File: src/demg_pkg.sv
// ----------------------------------------------------------------------------
// demg_pkg
// Shared types, kernel weights and divisor codes for the diagonal edge block.
// ----------------------------------------------------------------------------
package demg_pkg;

	typedef logic [7:0]        pix_t;
	typedef logic [9:0]        mag_t;
	typedef logic signed [11:0] sum_t;
	typedef logic signed [3:0] wsum_t;
	typedef logic [1:0]        div_t;

	localparam div_t DIV_ONE   = 2'd0;
	localparam div_t DIV_THREE = 2'd1;
	localparam div_t DIV_FOUR  = 2'd2;

	// Weights indexed [row][column], row 0 above, column 0 left.
	localparam logic signed [2:0] W45 [3][3] = '{
		'{-3'sd2, -3'sd1,  3'sd0},
		'{-3'sd1,  3'sd0,  3'sd1},
		'{ 3'sd0,  3'sd1,  3'sd2}
	};
	localparam logic signed [2:0] W135 [3][3] = '{
		'{ 3'sd0,  3'sd1,  3'sd2},
		'{-3'sd1,  3'sd0,  3'sd1},
		'{-3'sd2, -3'sd1,  3'sd0}
	};

	// One neighbourhood: px[column][row], with column and row presence masks.
	typedef struct packed {
		pix_t [2:0][2:0] px;
		logic [2:0]      colp;
		logic [2:0]      rowp;
	} nbhd_t;

	// Result bookkeeping that travels alongside the lanes.
	typedef struct packed {
		logic va;
		logic vb;
		logic last_a;
	} res_flags_t;

endpackage

File: src/demg_in_if.sv
// ----------------------------------------------------------------------------
// demg_in_if
// Column beat channel: three vertical pixels with row and edge flags.
// ----------------------------------------------------------------------------
interface demg_in_if;
	logic          valid;
	logic          ready;
	demg_pkg::pix_t pixel_above;
	demg_pkg::pix_t pixel_center;
	demg_pkg::pix_t pixel_below;
	logic          has_row_above;
	logic          has_row_below;
	logic          row_first;
	logic          row_final;

	modport source (
		output valid, pixel_above, pixel_center, pixel_below,
		output has_row_above, has_row_below, row_first, row_final,
		input  ready
	);
	modport sink (
		input  valid, pixel_above, pixel_center, pixel_below,
		input  has_row_above, has_row_below, row_first, row_final,
		output ready
	);
endinterface

File: src/demg_out_if.sv
// ----------------------------------------------------------------------------
// demg_out_if
// Result beat channel: one edge magnitude with a last-of-item flag.
// ----------------------------------------------------------------------------
interface demg_out_if;
	logic          valid;
	logic          ready;
	demg_pkg::pix_t edge_value;
	logic          run_last;

	modport source (output valid, edge_value, run_last, input ready);
	modport sink   (input valid, edge_value, run_last, output ready);
endinterface

File: src/diagonal_edge_magnitude_3x3.sv
// ----------------------------------------------------------------------------
// diagonal_edge_magnitude_3x3
// Diagonal Sobel edge magnitude over a streamed 3x3 window, two lanes.
// Path: neighbourhood, lane magnitude, lane quotient and output registers in turn.
// Throughput: one column per cycle unless edges stalls; a row's last column
// with a lagging pixel yields two beats through the one output register.
// Reset: asynchronous, clears the window, column count and all valid flags.
// ----------------------------------------------------------------------------
module diagonal_edge_magnitude_3x3 (
	input  logic clk,
	input  logic arst_n,
	demg_in_if.sink   columns,
	demg_out_if.source edges
);
	import demg_pkg::*;

	pix_t [5:0]  win_q;
	logic [1:0]  held_q;
	logic [1:0]  held_eff;
	logic        en, acc;
	nbhd_t       nba, nbb;
	nbhd_t       nba_s1, nbb_s1;
	res_flags_t  flags_in, flags_s1, flags_s2;
	pix_t [2:0]  cur;
	logic [2:0]  rowp;
	mag_t        qa45, qa135, qb45, qb135;

	assign columns.ready = en;
	assign acc      = columns.valid && en;
	assign held_eff = columns.row_first ? 2'd0 : held_q;
	assign cur      = {columns.pixel_below, columns.pixel_center, columns.pixel_above};
	assign rowp     = {columns.has_row_below, 1'b1, columns.has_row_above};

	always_comb begin
		nba.px   = {cur, win_q[5:3], win_q[2:0]};
		nba.colp = {1'b1, 1'b1, held_eff >= 2'd2};
		nba.rowp = rowp;
		nbb.px   = {24'd0, cur, win_q[5:3]};
		nbb.colp = {1'b0, 1'b1, held_eff >= 2'd1};
		nbb.rowp = rowp;
		flags_in.va     = acc && (held_eff >= 2'd1);
		flags_in.vb     = acc && columns.row_final;
		flags_in.last_a = !columns.row_final;
	end

	// Shift the window and count columns on each accepted beat; a row's final column clears the count instead.
	always_ff @(posedge clk or negedge arst_n) begin
		if (!arst_n) begin
			win_q  <= '0;
			held_q <= 2'd0;
		end else if (acc) begin
			if (columns.row_final) begin
				held_q <= 2'd0;
			end else begin
				win_q  <= {cur, win_q[5:3]};
				held_q <= (held_eff == 2'd2) ? 2'd2 : held_eff + 2'd1;
			end
		end
	end

	always_ff @(posedge clk or negedge arst_n) begin
		if (!arst_n) begin
			flags_s1 <= '0;
			flags_s2 <= '0;
		end else if (en) begin
			flags_s1 <= flags_in;
			flags_s2 <= flags_s1;
		end
	end

	always_ff @(posedge clk) begin
		if (en) begin
			nba_s1 <= nba;
			nbb_s1 <= nbb;
		end
	end

	demg_lane u_lane_a (
		.clk     (clk),
		.arst_n  (arst_n),
		.en      (en),
		.nb_s1   (nba_s1),
		.q45_s3  (qa45),
		.q135_s3 (qa135)
	);

	demg_lane u_lane_b (
		.clk     (clk),
		.arst_n  (arst_n),
		.en      (en),
		.nb_s1   (nbb_s1),
		.q45_s3  (qb45),
		.q135_s3 (qb135)
	);

	demg_merge u_merge (
		.clk      (clk),
		.arst_n   (arst_n),
		.flags_s2 (flags_s2),
		.qa45_s3  (qa45),
		.qa135_s3 (qa135),
		.qb45_s3  (qb45),
		.qb135_s3 (qb135),
		.en       (en),
		.edges    (edges)
	);

	a_held_bounded: assert property (@(posedge clk) disable iff (!arst_n)
		held_q != 2'd3)
		else $error("column count out of range");

	a_final_empties: assert property (@(posedge clk) disable iff (!arst_n)
		(acc && columns.row_final) |=> (held_q == 2'd0))
		else $error("window not emptied on row end");

	a_first_no_lag: assert property (@(posedge clk) disable iff (!arst_n)
		(acc && columns.row_first) |=> !flags_s1.va)
		else $error("lag beat raised at row start");

endmodule

File: src/demg_lane.sv
// ----------------------------------------------------------------------------
// demg_lane
// One gradient lane: masked diagonal sums, then magnitude divided by the
// in-image weight sum when that is +/-3 or +/-4, two registered stages.
// ----------------------------------------------------------------------------
module demg_lane (
	input  logic           clk,
	input  logic           arst_n,
	input  logic           en,
	input  demg_pkg::nbhd_t nb_s1,
	output demg_pkg::mag_t  q45_s3,
	output demg_pkg::mag_t  q135_s3
);
	import demg_pkg::*;

	localparam int RECIP3       = 683;
	localparam int RECIP3_SHIFT = 11;

	sum_t  s45, s135;
	wsum_t w45s, w135s;
	mag_t  m45_s2, m135_s2;
	div_t  d45_s2, d135_s2;

	function automatic div_t div_code(input wsum_t w);
		div_t d;
		d = DIV_ONE;
		if (w == 4'sd3 || w == -4'sd3)
			d = DIV_THREE;
		else if (w == 4'sd4 || w == -4'sd4)
			d = DIV_FOUR;
		return d;
	endfunction

	function automatic mag_t divide(input mag_t m, input div_t d);
		logic [19:0] prod;
		mag_t q;
		prod = 20'(m) * 20'(RECIP3);
		case (d)
			DIV_THREE: q = mag_t'(prod >> RECIP3_SHIFT);
			DIV_FOUR:  q = m >> 2;
			default:   q = m;
		endcase
		return q;
	endfunction

	always_comb begin
		s45   = '0;
		s135  = '0;
		w45s  = '0;
		w135s = '0;
		for (int r = 0; r < 3; r++) begin
			for (int c = 0; c < 3; c++) begin
				if (nb_s1.colp[c] && nb_s1.rowp[r]) begin
					s45   = s45 + sum_t'({4'b0, nb_s1.px[c][r]}) * sum_t'(W45[r][c]);
					s135  = s135 + sum_t'({4'b0, nb_s1.px[c][r]}) * sum_t'(W135[r][c]);
					w45s  = w45s + wsum_t'(W45[r][c]);
					w135s = w135s + wsum_t'(W135[r][c]);
				end
			end
		end
	end

	always_ff @(posedge clk or negedge arst_n) begin
		if (!arst_n) begin
			m45_s2  <= '0;
			m135_s2 <= '0;
			d45_s2  <= DIV_ONE;
			d135_s2 <= DIV_ONE;
			q45_s3  <= '0;
			q135_s3 <= '0;
		end else if (en) begin
			m45_s2  <= mag_t'((s45 < 0) ? -s45 : s45);
			m135_s2 <= mag_t'((s135 < 0) ? -s135 : s135);
			d45_s2  <= div_code(w45s);
			d135_s2 <= div_code(w135s);
			q45_s3  <= divide(m45_s2, d45_s2);
			q135_s3 <= divide(m135_s2, d135_s2);
		end
	end

endmodule

File: src/demg_merge.sv
// ----------------------------------------------------------------------------
// demg_merge
// Combine lane quotients into edge values and emit up to two beats per
// column in order through a registered output; drives the pipeline enable.
// ----------------------------------------------------------------------------
module demg_merge (
	input  logic                clk,
	input  logic                arst_n,
	input  demg_pkg::res_flags_t flags_s2,
	input  demg_pkg::mag_t       qa45_s3,
	input  demg_pkg::mag_t       qa135_s3,
	input  demg_pkg::mag_t       qb45_s3,
	input  demg_pkg::mag_t       qb135_s3,
	output logic                en,
	demg_out_if.source          edges
);
	import demg_pkg::*;

	logic pend_a_q, pend_b_q, last_a_q;
	logic out_v_q;
	logic load, sel_b;
	logic [10:0] tot;

	assign load  = (pend_a_q || pend_b_q) && (!out_v_q || edges.ready);
	assign sel_b = !pend_a_q;
	assign en    = !(pend_a_q || pend_b_q) || (load && !(pend_a_q && pend_b_q));
	assign tot   = sel_b ? (11'(qb45_s3) + 11'(qb135_s3)) : (11'(qa45_s3) + 11'(qa135_s3));

	always_ff @(posedge clk or negedge arst_n) begin
		if (!arst_n) begin
			pend_a_q <= 1'b0;
			pend_b_q <= 1'b0;
			last_a_q <= 1'b0;
		end else if (en) begin
			pend_a_q <= flags_s2.va;
			pend_b_q <= flags_s2.vb;
			last_a_q <= flags_s2.last_a;
		end else if (load) begin
			if (sel_b)
				pend_b_q <= 1'b0;
			else
				pend_a_q <= 1'b0;
		end
	end

	always_ff @(posedge clk or negedge arst_n) begin
		if (!arst_n) begin
			out_v_q <= 1'b0;
		end else if (load) begin
			out_v_q <= 1'b1;
		end else if (edges.ready) begin
			out_v_q <= 1'b0;
		end
	end

	always_ff @(posedge clk) begin
		if (load) begin
			edges.edge_value <= tot[8:1];
			edges.run_last   <= sel_b ? 1'b1 : last_a_q;
		end
	end

	assign edges.valid = out_v_q;

	a_pair_drains_in_order: assert property (@(posedge clk) disable iff (!arst_n)
		(pend_a_q && pend_b_q && load) |=> (!pend_a_q && pend_b_q))
		else $error("flush beat lost after lag beat");

	a_no_overwrite: assert property (@(posedge clk) disable iff (!arst_n)
		(en && (pend_a_q || pend_b_q)) |-> load)
		else $error("pending beat overwritten");

	a_lag_not_last_before_flush: assert property (@(posedge clk) disable iff (!arst_n)
		(pend_a_q && pend_b_q) |-> !last_a_q)
		else $error("lag beat marked last ahead of flush beat");

endmodule
File: src/flat_wrapper.sv
// flat-port wrapper written by rule: the top's interface ports become plain ports
module diagonal_edge_magnitude_3x3_flat import demg_pkg::*;
  (clk, arst_n, columns_valid, columns_pixel_above, columns_pixel_center, columns_pixel_below, columns_has_row_above, columns_has_row_below, columns_row_first, columns_row_final, columns_ready, edges_valid, edges_edge_value, edges_run_last, edges_ready);
  demg_in_if columns_i ();
  demg_out_if edges_i ();
  input  logic clk;
  input  logic arst_n;
  input wire logic [$bits(columns_i.valid)-1:0] columns_valid;
  input wire logic [$bits(columns_i.pixel_above)-1:0] columns_pixel_above;
  input wire logic [$bits(columns_i.pixel_center)-1:0] columns_pixel_center;
  input wire logic [$bits(columns_i.pixel_below)-1:0] columns_pixel_below;
  input wire logic [$bits(columns_i.has_row_above)-1:0] columns_has_row_above;
  input wire logic [$bits(columns_i.has_row_below)-1:0] columns_has_row_below;
  input wire logic [$bits(columns_i.row_first)-1:0] columns_row_first;
  input wire logic [$bits(columns_i.row_final)-1:0] columns_row_final;
  output wire logic [$bits(columns_i.ready)-1:0] columns_ready;
  output wire logic [$bits(edges_i.valid)-1:0] edges_valid;
  output wire logic [$bits(edges_i.edge_value)-1:0] edges_edge_value;
  output wire logic [$bits(edges_i.run_last)-1:0] edges_run_last;
  input wire logic [$bits(edges_i.ready)-1:0] edges_ready;
  assign columns_i.valid = columns_valid;
  assign columns_i.pixel_above = columns_pixel_above;
  assign columns_i.pixel_center = columns_pixel_center;
  assign columns_i.pixel_below = columns_pixel_below;
  assign columns_i.has_row_above = columns_has_row_above;
  assign columns_i.has_row_below = columns_has_row_below;
  assign columns_i.row_first = columns_row_first;
  assign columns_i.row_final = columns_row_final;
  assign columns_ready = columns_i.ready;
  assign edges_valid = edges_i.valid;
  assign edges_edge_value = edges_i.edge_value;
  assign edges_run_last = edges_i.run_last;
  assign edges_i.ready = edges_ready;
  diagonal_edge_magnitude_3x3 u_core (.clk(clk), .arst_n(arst_n), .columns(columns_i), .edges(edges_i));
endmodule
File: config.mk
export PLATFORM = sky130hd
export DESIGN_NAME = diagonal_edge_magnitude_3x3_flat
export DESIGN_NICKNAME = d
export VERILOG_FILES = /design/src/demg_pkg.sv /design/src/demg_in_if.sv /design/src/demg_out_if.sv /design/src/diagonal_edge_magnitude_3x3.sv /design/src/demg_lane.sv /design/src/demg_merge.sv /design/src/flat_wrapper.sv
export SDC_FILE = /design/constraint.sdc
export NUM_CORES = 1
export LEC_CHECK = 0
export BUFFER_PORTS_ARGS = -buffer_cell sky130_fd_sc_hd__buf_2
export CAP_MARGIN = 20
export CORE_ASPECT_RATIO = 0.75
export CORE_UTILIZATION = 55
export CTS_BUF_LIST = sky130_fd_sc_hd__clkbuf_4
export DETAILED_ROUTE_END_ITERATION = 10
export GPL_TIMING_DRIVEN = 0
export PLACE_DENSITY = 0.79
export SYNTH_ARGS = -nofsm -noshare
export SYNTH_HDL_FRONTEND = slang
export SYNTH_SLANG_ARGS = --single-unit
File: constraint.sdc
create_clock -name clk -period 7.3 [get_ports clk]
set_input_delay 0.365 -clock clk [delete_from_list [all_inputs] [get_ports clk]]
set_output_delay 0.365 -clock clk [all_outputs]
set_load 0.02 [all_outputs]
==> results by group, run 1 <==
Global route
  • Grt ovf: 0
  • Vias in the first global route: 21.4k
  • Largest net degree at the start of global routing: 100
  • Total GRT Usage: 0.293
  • Initial antenna violation count: 1
  • Global-route wire length before repair: 109,000 um

Setup path
  • Arrival @ worst endpoint: 7840 ps
  • R2R Setup Slk: 50 ps
  • Critical path origin: u_core.nbb_s1[0]
  • Critical path peak fanout: 7
  • Crit path largest cell delay: 420 ps
  • CP required: 7890 ps
  • Slowest CP cell: a2111o_1
  • CP Capture Type: flop
  • Top Family by Delay on Critical Path: compound AO/OA/AOI/OAI gates
  • CP Buf/Inv Count: 6
  • Setup crit start kind: flop
  • Critical register-to-register path startpoint: u_core.nbb_s1[0]
  • Most used cell, CP: ha_1
  • Setup CP Type: flop to flop

Place
  • I/O Buffers: 42
  • Dpl cells: 3,436
  • Routability congestion estimate: between 0.9 and 1
  • DP Wirelength: about 55,000 um
  • Placed Area: 26,400 um^2

Die
  • Row Count: 67
  • Die span in x: 250 um
  • Core area: ~45,000 um^2
  • Ports: 43
  • Die Ht: between 150 and 200 um
  • Die area: 47,000 um^2
  • Initial Utilization: 0.563

Clock tree
  • CTS tree: yes
  • Worst-path clk slew: roughly 80 ps
  • CTS buffer count: 56
  • H-tree levels: 2
  • Later-pin clock latency in the skew report: around 800 ps
  • Clk buf depth: 3
  • Sink Count: 228
  • Root Buffer: clkbuf_4

Synthesis
  • Mapped cell area: 25,400 um^2
  • Ys flop type: dfrtp_1
  • EDFF count, synth: 85
  • Synth cell types: 82
  • Synthesized Nets: 3,363
  • Synthesized instance count: 2,806
  • Async SR Flop Fraction: 0.627
  • #FFs+latches synth: 228
  • Synth top area cells: ha_1, dfrtp_1, edfxtp_1
  • Synth area leader: ha_1
  • Avg Inst Size Synth: 9.05 um^2
  • Synthesis Warnings: 0
  • Register area share after synthesis: 0.242
  • Post-synth top area share: 0.206

STA
  • Worst Max-Slew Pin Slew: 988 ps
  • Count of final hold-check violations: 0
  • Slew Limit Fails: 0
  • Peak Freq: 138 MHz
  • Worst relative slew slack: 0.342
  • Clk_skew: 50.9 ps
  • Min cycle time layout: 7250 ps
  • Post-route clock period utilization: 0.993
  • Final setup fails: 0
  • Final hold slack: slightly above 90 ps

Detailed routing
  • Pre-Repair DR Iteration Count: 5
  • Via count: between 20k and 25k
  • Wirelength per Cell: 19.1 um
  • DRC: 0
  • DRT antenna net count: 0
  • Via/cell ratio: between 5 and 6
  • DRT iter0 DRCs: 1,671
  • Final wirelength: 69,400 um

Min path
  • HP Class: primary input to flop
  • Hold path start: columns_row_first

Job
  • Maxcap violations: 0

Final layout
  • Multi-input logic area: around 18,000 um^2
  • Reg area: 6130 um^2
  • Final Non-Filler Cells: between 3k and 4k
  • Fill count: 3,658
  • Syn-to-layout area delta: 13.0%
  • Share of cells above drive strength 1: 0.131
  • Fin nets: 3,554
  • Post-route cell area: 28,700 um^2

Status
  • Outcome: completed
## placed cells by master (no fill, tap or decap), types with 16 or more instances in the layout
| cell type | n |
|---|---|
| a21o_1 | 54 |
| edfxtp_1 | 85 |
| and3_1 | 29 |
| o21a_1 | 36 |
| a31oi_1 | 16 |
| mux2_2 | 68 |
| clkbuf_4 | 85 |
| clkbuf_1 | 44 |
| a221oi_1 | 26 |
| inv_1 | 366 |
| o31ai_1 | 30 |
| dfrtp_1 | 143 |
| nor2_1 | 160 |
| and2_1 | 18 |
| nor2b_1 | 44 |
| ha_1 | 399 |
| xor2_1 | 49 |
| fa_1 | 104 |
| dlygate4sd3_1 | 30 |
| buf_2 | 44 |
| a21oi_1 | 156 |
| mux2i_1 | 25 |
| nand3b_1 | 17 |
| nand2b_1 | 33 |
| buf_1 | 17 |
| o21bai_1 | 19 |
| buf_4 | 59 |
| nand3_1 | 43 |
| nor3_1 | 56 |
| o21ai_0 | 123 |
| ha_4 | 16 |
| xnor2_1 | 129 |
| or3_1 | 24 |
| nand2_1 | 204 |
## stage by stage
step	setup TNS (ps)	setup WS [ps]	util
after global routing	-1360	-133	0.636
final	0	49.1	0.636
after detailed placement	-29280	-1920	0.585
after floorplan	0	14.2	-
after CTS	0	2.42	0.620
after global placement	-26810	-1930	0.584
## synthesized netlist by cell type, drive strengths merged, types with 39 or more instances
library cell	n
nand2	206
o31ai	39
a21oi	170
o21ai	145
dfrtp	143
nor2b	47
xnor2	146
mux2	68
inv	368
nand3	45
a21o	54
nor2	166
clkbuf	53
ha	418
nor3	57
edfxtp	85
xor2	52
fa	107
## flip-flops by register name, indices dropped and copies added (netlist names), 3 cells and up
signal,cells
u_core.flags_s1,3
u_core.flags_s2,3
u_core.nba,48
u_core.nba_s1,65
u_core.nbb_s1,11
u_core.u_lane_a.m135_s2,10
u_core.u_lane_a.m45_s2,10
u_core.u_lane_a.q135_s3,9
u_core.u_lane_a.q45_s3,9
u_core.u_lane_b.m135_s2,9
u_core.u_lane_b.m45_s2,10
u_core.u_lane_b.q135_s3,9
u_core.u_lane_b.q45_s3,9
u_core.u_merge.edges.edge_value,8
## tightest hold or removal path: stages
cell and delay [ps]:
buf_2 120, nand2b_1 200, inv_1 70
## logic make-up after synthesis
| logic type | synth area share |
|---|---|
| compound gates | 0.158 |
| xor+xnor | 0.0700 |
| fa+ha+maj | 0.290 |
| buf+inv | 0.0665 |
| flops | 0.242 |
| mux | 0.0404 |
| simple gates | 0.134 |
## routing by layer
| layer | wire [um] | track usage | vias to the layer above |
|---|---|---|---|
| met1 | 30400 | 0.397 | 10317 |
| met5 | 0 | 0 | - |
| met3 | 5240 | 0.0412 | 160 |
| li1 | - | - | 10229 |
| met2 | 31500 | 0.474 | 871 |
| met4 | 2360 | 0.112 | 0 |
## worst paths after layout
path,end,cells after the start
min in group asynchronous,u_core.nba[41],2
worst min register to register,u_core.nba_s1[15],0
worst max-delay path,u_core.u_lane_a.m135_s2[5],37
worst min-delay path,u_core.nba_s1[3],3
worst max register to register,u_core.u_lane_a.m135_s2[5],37
max in group asynchronous,u_core.u_lane_a.m135_s2[6],3
## cell type report
cell class / count / area share
Antenna cell: 1 / 0.0000873
Buffer: 75 / 0.0121
Clock buffer: 84 / 0.0220
Clock inverter: 19 / 0.00672
Inverter: 369 / 0.0483
Multi-Input combinational cell: 2132 / 0.635
Sequential cell: 228 / 0.214
Tap cell: 586 / 0.0256
Timing Repair Buffer: 135 / 0.0362
## repair_timing
item | CTS | global route
pin swaps | 21 | 53
hold endpoints to repair | 100 | 0
cloned | 1 | 1
setup buffers | 24 | 35
resized for setup | 63 | 90
endpoints found under the setup margin | 18 | 26
hold buffers | 30 | 0
Power of run 1 is not shown: default switching activity piles up to over one toggle a cycle in this logic, so the estimate is an artifact.
==> run 2, diff against run 1 <==
--- a/config.mk
+++ b/config.mk
@@ -12,7 +12,7 @@
 export CTS_BUF_LIST = sky130_fd_sc_hd__clkbuf_4
 export DETAILED_ROUTE_END_ITERATION = 10
 export GPL_TIMING_DRIVEN = 0
-export PLACE_DENSITY = 0.79
+export PLACE_DENSITY = 0.76
 export SYNTH_ARGS = -nofsm -noshare
 export SYNTH_HDL_FRONTEND = slang
 export SYNTH_SLANG_ARGS = --single-unit
==> constraint.sdc (replaced) <==
create_clock -name clk -period 7.08 [get_ports clk]
set_input_delay 0.354 -clock clk [delete_from_list [all_inputs] [get_ports clk]]
set_output_delay 0.354 -clock clk [all_outputs]
set_load 0.02 [all_outputs]
==> run 2 against run 1 <==
Net effect:
- the flow now finishes with violations (negative setup slack)
- critical path depth fell by 2
- cell count up 0.30%
- worst setup slack worse by 120 ps
- maximum frequency up 1.3%
- first-iteration DRC count is 14% lower
- sequential share of layout area is 0.27 points lower
- die area is the same
- clock-buffer cell count fell by 7
- clock skew increased by 28 ps
- worst hold slack improved by 16 ps
- largest cell class unchanged
- highest routed layer unchanged
==> results by group, run 2 (same netlist as run 1, synthesis figures left out) <==
Final layout
  • Commonest cells after routing, fill and taps aside: ha_1, inv_1, nand2_1
  • Syn-to-layout area delta: 14.5%
  • Max reg flops: 65
  • Register name with the most flops: u_core.nba_s1
  • Fin nets: approximately 3.6k
  • Commonest non-fill, non-tap cell in the layout: ha_1
  • Post-route cell area: ~29,000 um^2
  • Share of cells above drive strength 1: 0.142

Min path
  • HP Class: primary input to flop
  • Hold path start: columns_row_first
  • Worst hold path cell count: 3
  • Worst Hold End: u_core.nba_s1[3]

Place
  • I/O Buffers: 42
  • DP Wirelength: 54,500 um
  • Placed Area: 26,400 um^2
  • Routability congestion estimate: 0.931

Global route
  • Largest net degree at the start of global routing: 87
  • Total GRT Usage: 0.295
  • Global-route wire length before repair: 110,000 um
  • Initial antenna violation count: 1
  • Grt ovf: 0
  • Vias in the first global route: 21.5k

Status
  • Failing checks: negative setup slack
  • Outcome: finished with violations

Setup path
  • Critical path peak fanout: 10
  • CP required: 7750 ps
  • Slowest CP cell: fa_2
  • Most used cell, CP: ha_4
  • R2R Setup Slk: -70 ps
  • Worst reg2reg path endpoint: u_core.u_lane_a.m45_s2[9]
  • Setup CP Type: flop to flop
  • Crit path largest cell delay: 600 ps
  • Critical register-to-register path startpoint: u_core.nbb_s1[0]
  • Arrival @ worst endpoint: 7820 ps
  • Worst R2R Path Depth: 35
  • Setup crit start kind: flop
  • CP Capture Type: flop

Clock tree
  • Clk buf depth: 3
  • CTS buffer count: between 50 and 60
  • Worst-path clk slew: about 90 ps
  • CTS tree: yes
  • Sink Count: 228
  • Later-pin clock latency in the skew report: approximately 780 ps
  • Root Buffer: clkbuf_4
  • H-tree levels: 2

STA
  • Count of final hold-check violations: 0
  • Worst Max-Slew Pin Slew: 954 ps
  • Peak Freq: ~140 MHz
  • RSZ-0062 raised after global routing: yes
  • Slew Limit Fails: 0
  • Post-route clock period utilization: 1.01
  • Clk_skew: around 79 ps
  • Worst relative slew slack: 0.357
  • Min cycle time layout: 7150 ps
  • Final setup fails: 10
  • Worst setup margin: -74.6 ps
  • Final hold slack: around 110 ps

Detailed routing
  • Via/cell ratio: 5.94
  • DRT antenna net count: 0
  • Wirelength per Cell: 19.2 um
  • DRC: 0
  • Pre-Repair DR Iteration Count: 5
  • Via count: 21.6k
  • DRT iter0 DRCs: around 1.4k
  • Final wirelength: ~70,000 um

Die
  • Row Count: 67
  • Die span in x: 250 um
  • Die area: 47,000 um^2
  • Initial Utilization: 0.563
  • Core area: approximately 45,000 um^2
  • Die Ht: about 190 um
  • Ports: 43

Job
  • Maxcap violations: 0
==> run 2: per-stage QoR <==
| step | cells | worst slack, ps | setup TNS, ps | utilization |
|---|---|---|---|---|
| after floorplan | 2806 | 25.3 | 0 | - |
| after global placement | 3434 | -1770 | -26800 | 0.584 |
| after detailed placement | 3436 | -1760 | -29150 | 0.586 |
| after CTS | 3605 | 5.03 | 0 | 0.626 |
| after global routing | 3640 | -324 | -4690 | 0.644 |
| final | 3640 | -74.6 | -347 | 0.644 |
==> run 2: layout make-up <==
cell class,instances,area [um^2]
antenna,1,2.50
buffer,76,380
clock buffer,77,578
clock inverter,30,211
fill,3701,16100
inverter,369,1390
multi-input combinational,2132,18500
sequential,228,6130
tap,586,733
timing repair buffer,141,1100
==> run 2: worst max-delay path by stage <==
stage                          start                    endpoint  slack, ps
CTS                 u_core.nbb_s1[0]   u_core.u_lane_a.m45_s2[5]          5
detailed placement  u_core.nbb_s1[0]   u_core.u_lane_a.m45_s2[9]      -1760
floorplan           u_core.nbb_s1[0]  u_core.u_lane_a.m135_s2[9]         30
global placement    u_core.nbb_s1[0]  u_core.u_lane_a.m135_s2[9]      -1770
global route        u_core.nbb_s1[0]   u_core.u_lane_a.m45_s2[7]       -320
finish              u_core.nbb_s1[0]   u_core.u_lane_a.m45_s2[9]        -70
==> run 2: routing by layer <==
layer	routed length (um)	vias to the layer above	GRT usage
li1	-	10254	-
met1	30600	10423	0.398
met2	32000	816	0.489
met3	5200	143	0.0453
met4	1990	0	0.0854
met5	0	-	0
==> run 2: worst max-delay path, delay by kind of cell, from the launching register on <==
kind                     cells  cell delay, ps
XOR/XNOR                     4             740
adder cells (fa/ha/maj)      6            2070
multiplexers                 1             100
buffers and inverters        5             700
AND/OR/NAND/NOR              8            1210
AO/OA/AOI/OAI               11            1870
flip-flops                   1             380
==> run 2: timing repair <==
action                     4_1_cts  5_1_grt
hold endpoints to repair       142        0
resized for setup               96      110
setup buffers                   32       33
pin swaps                       47       72
cloned                           1        1
hold buffers                    30        0
setup endpoints to repair       18       33
Power of run 2 is left out for the same reason.
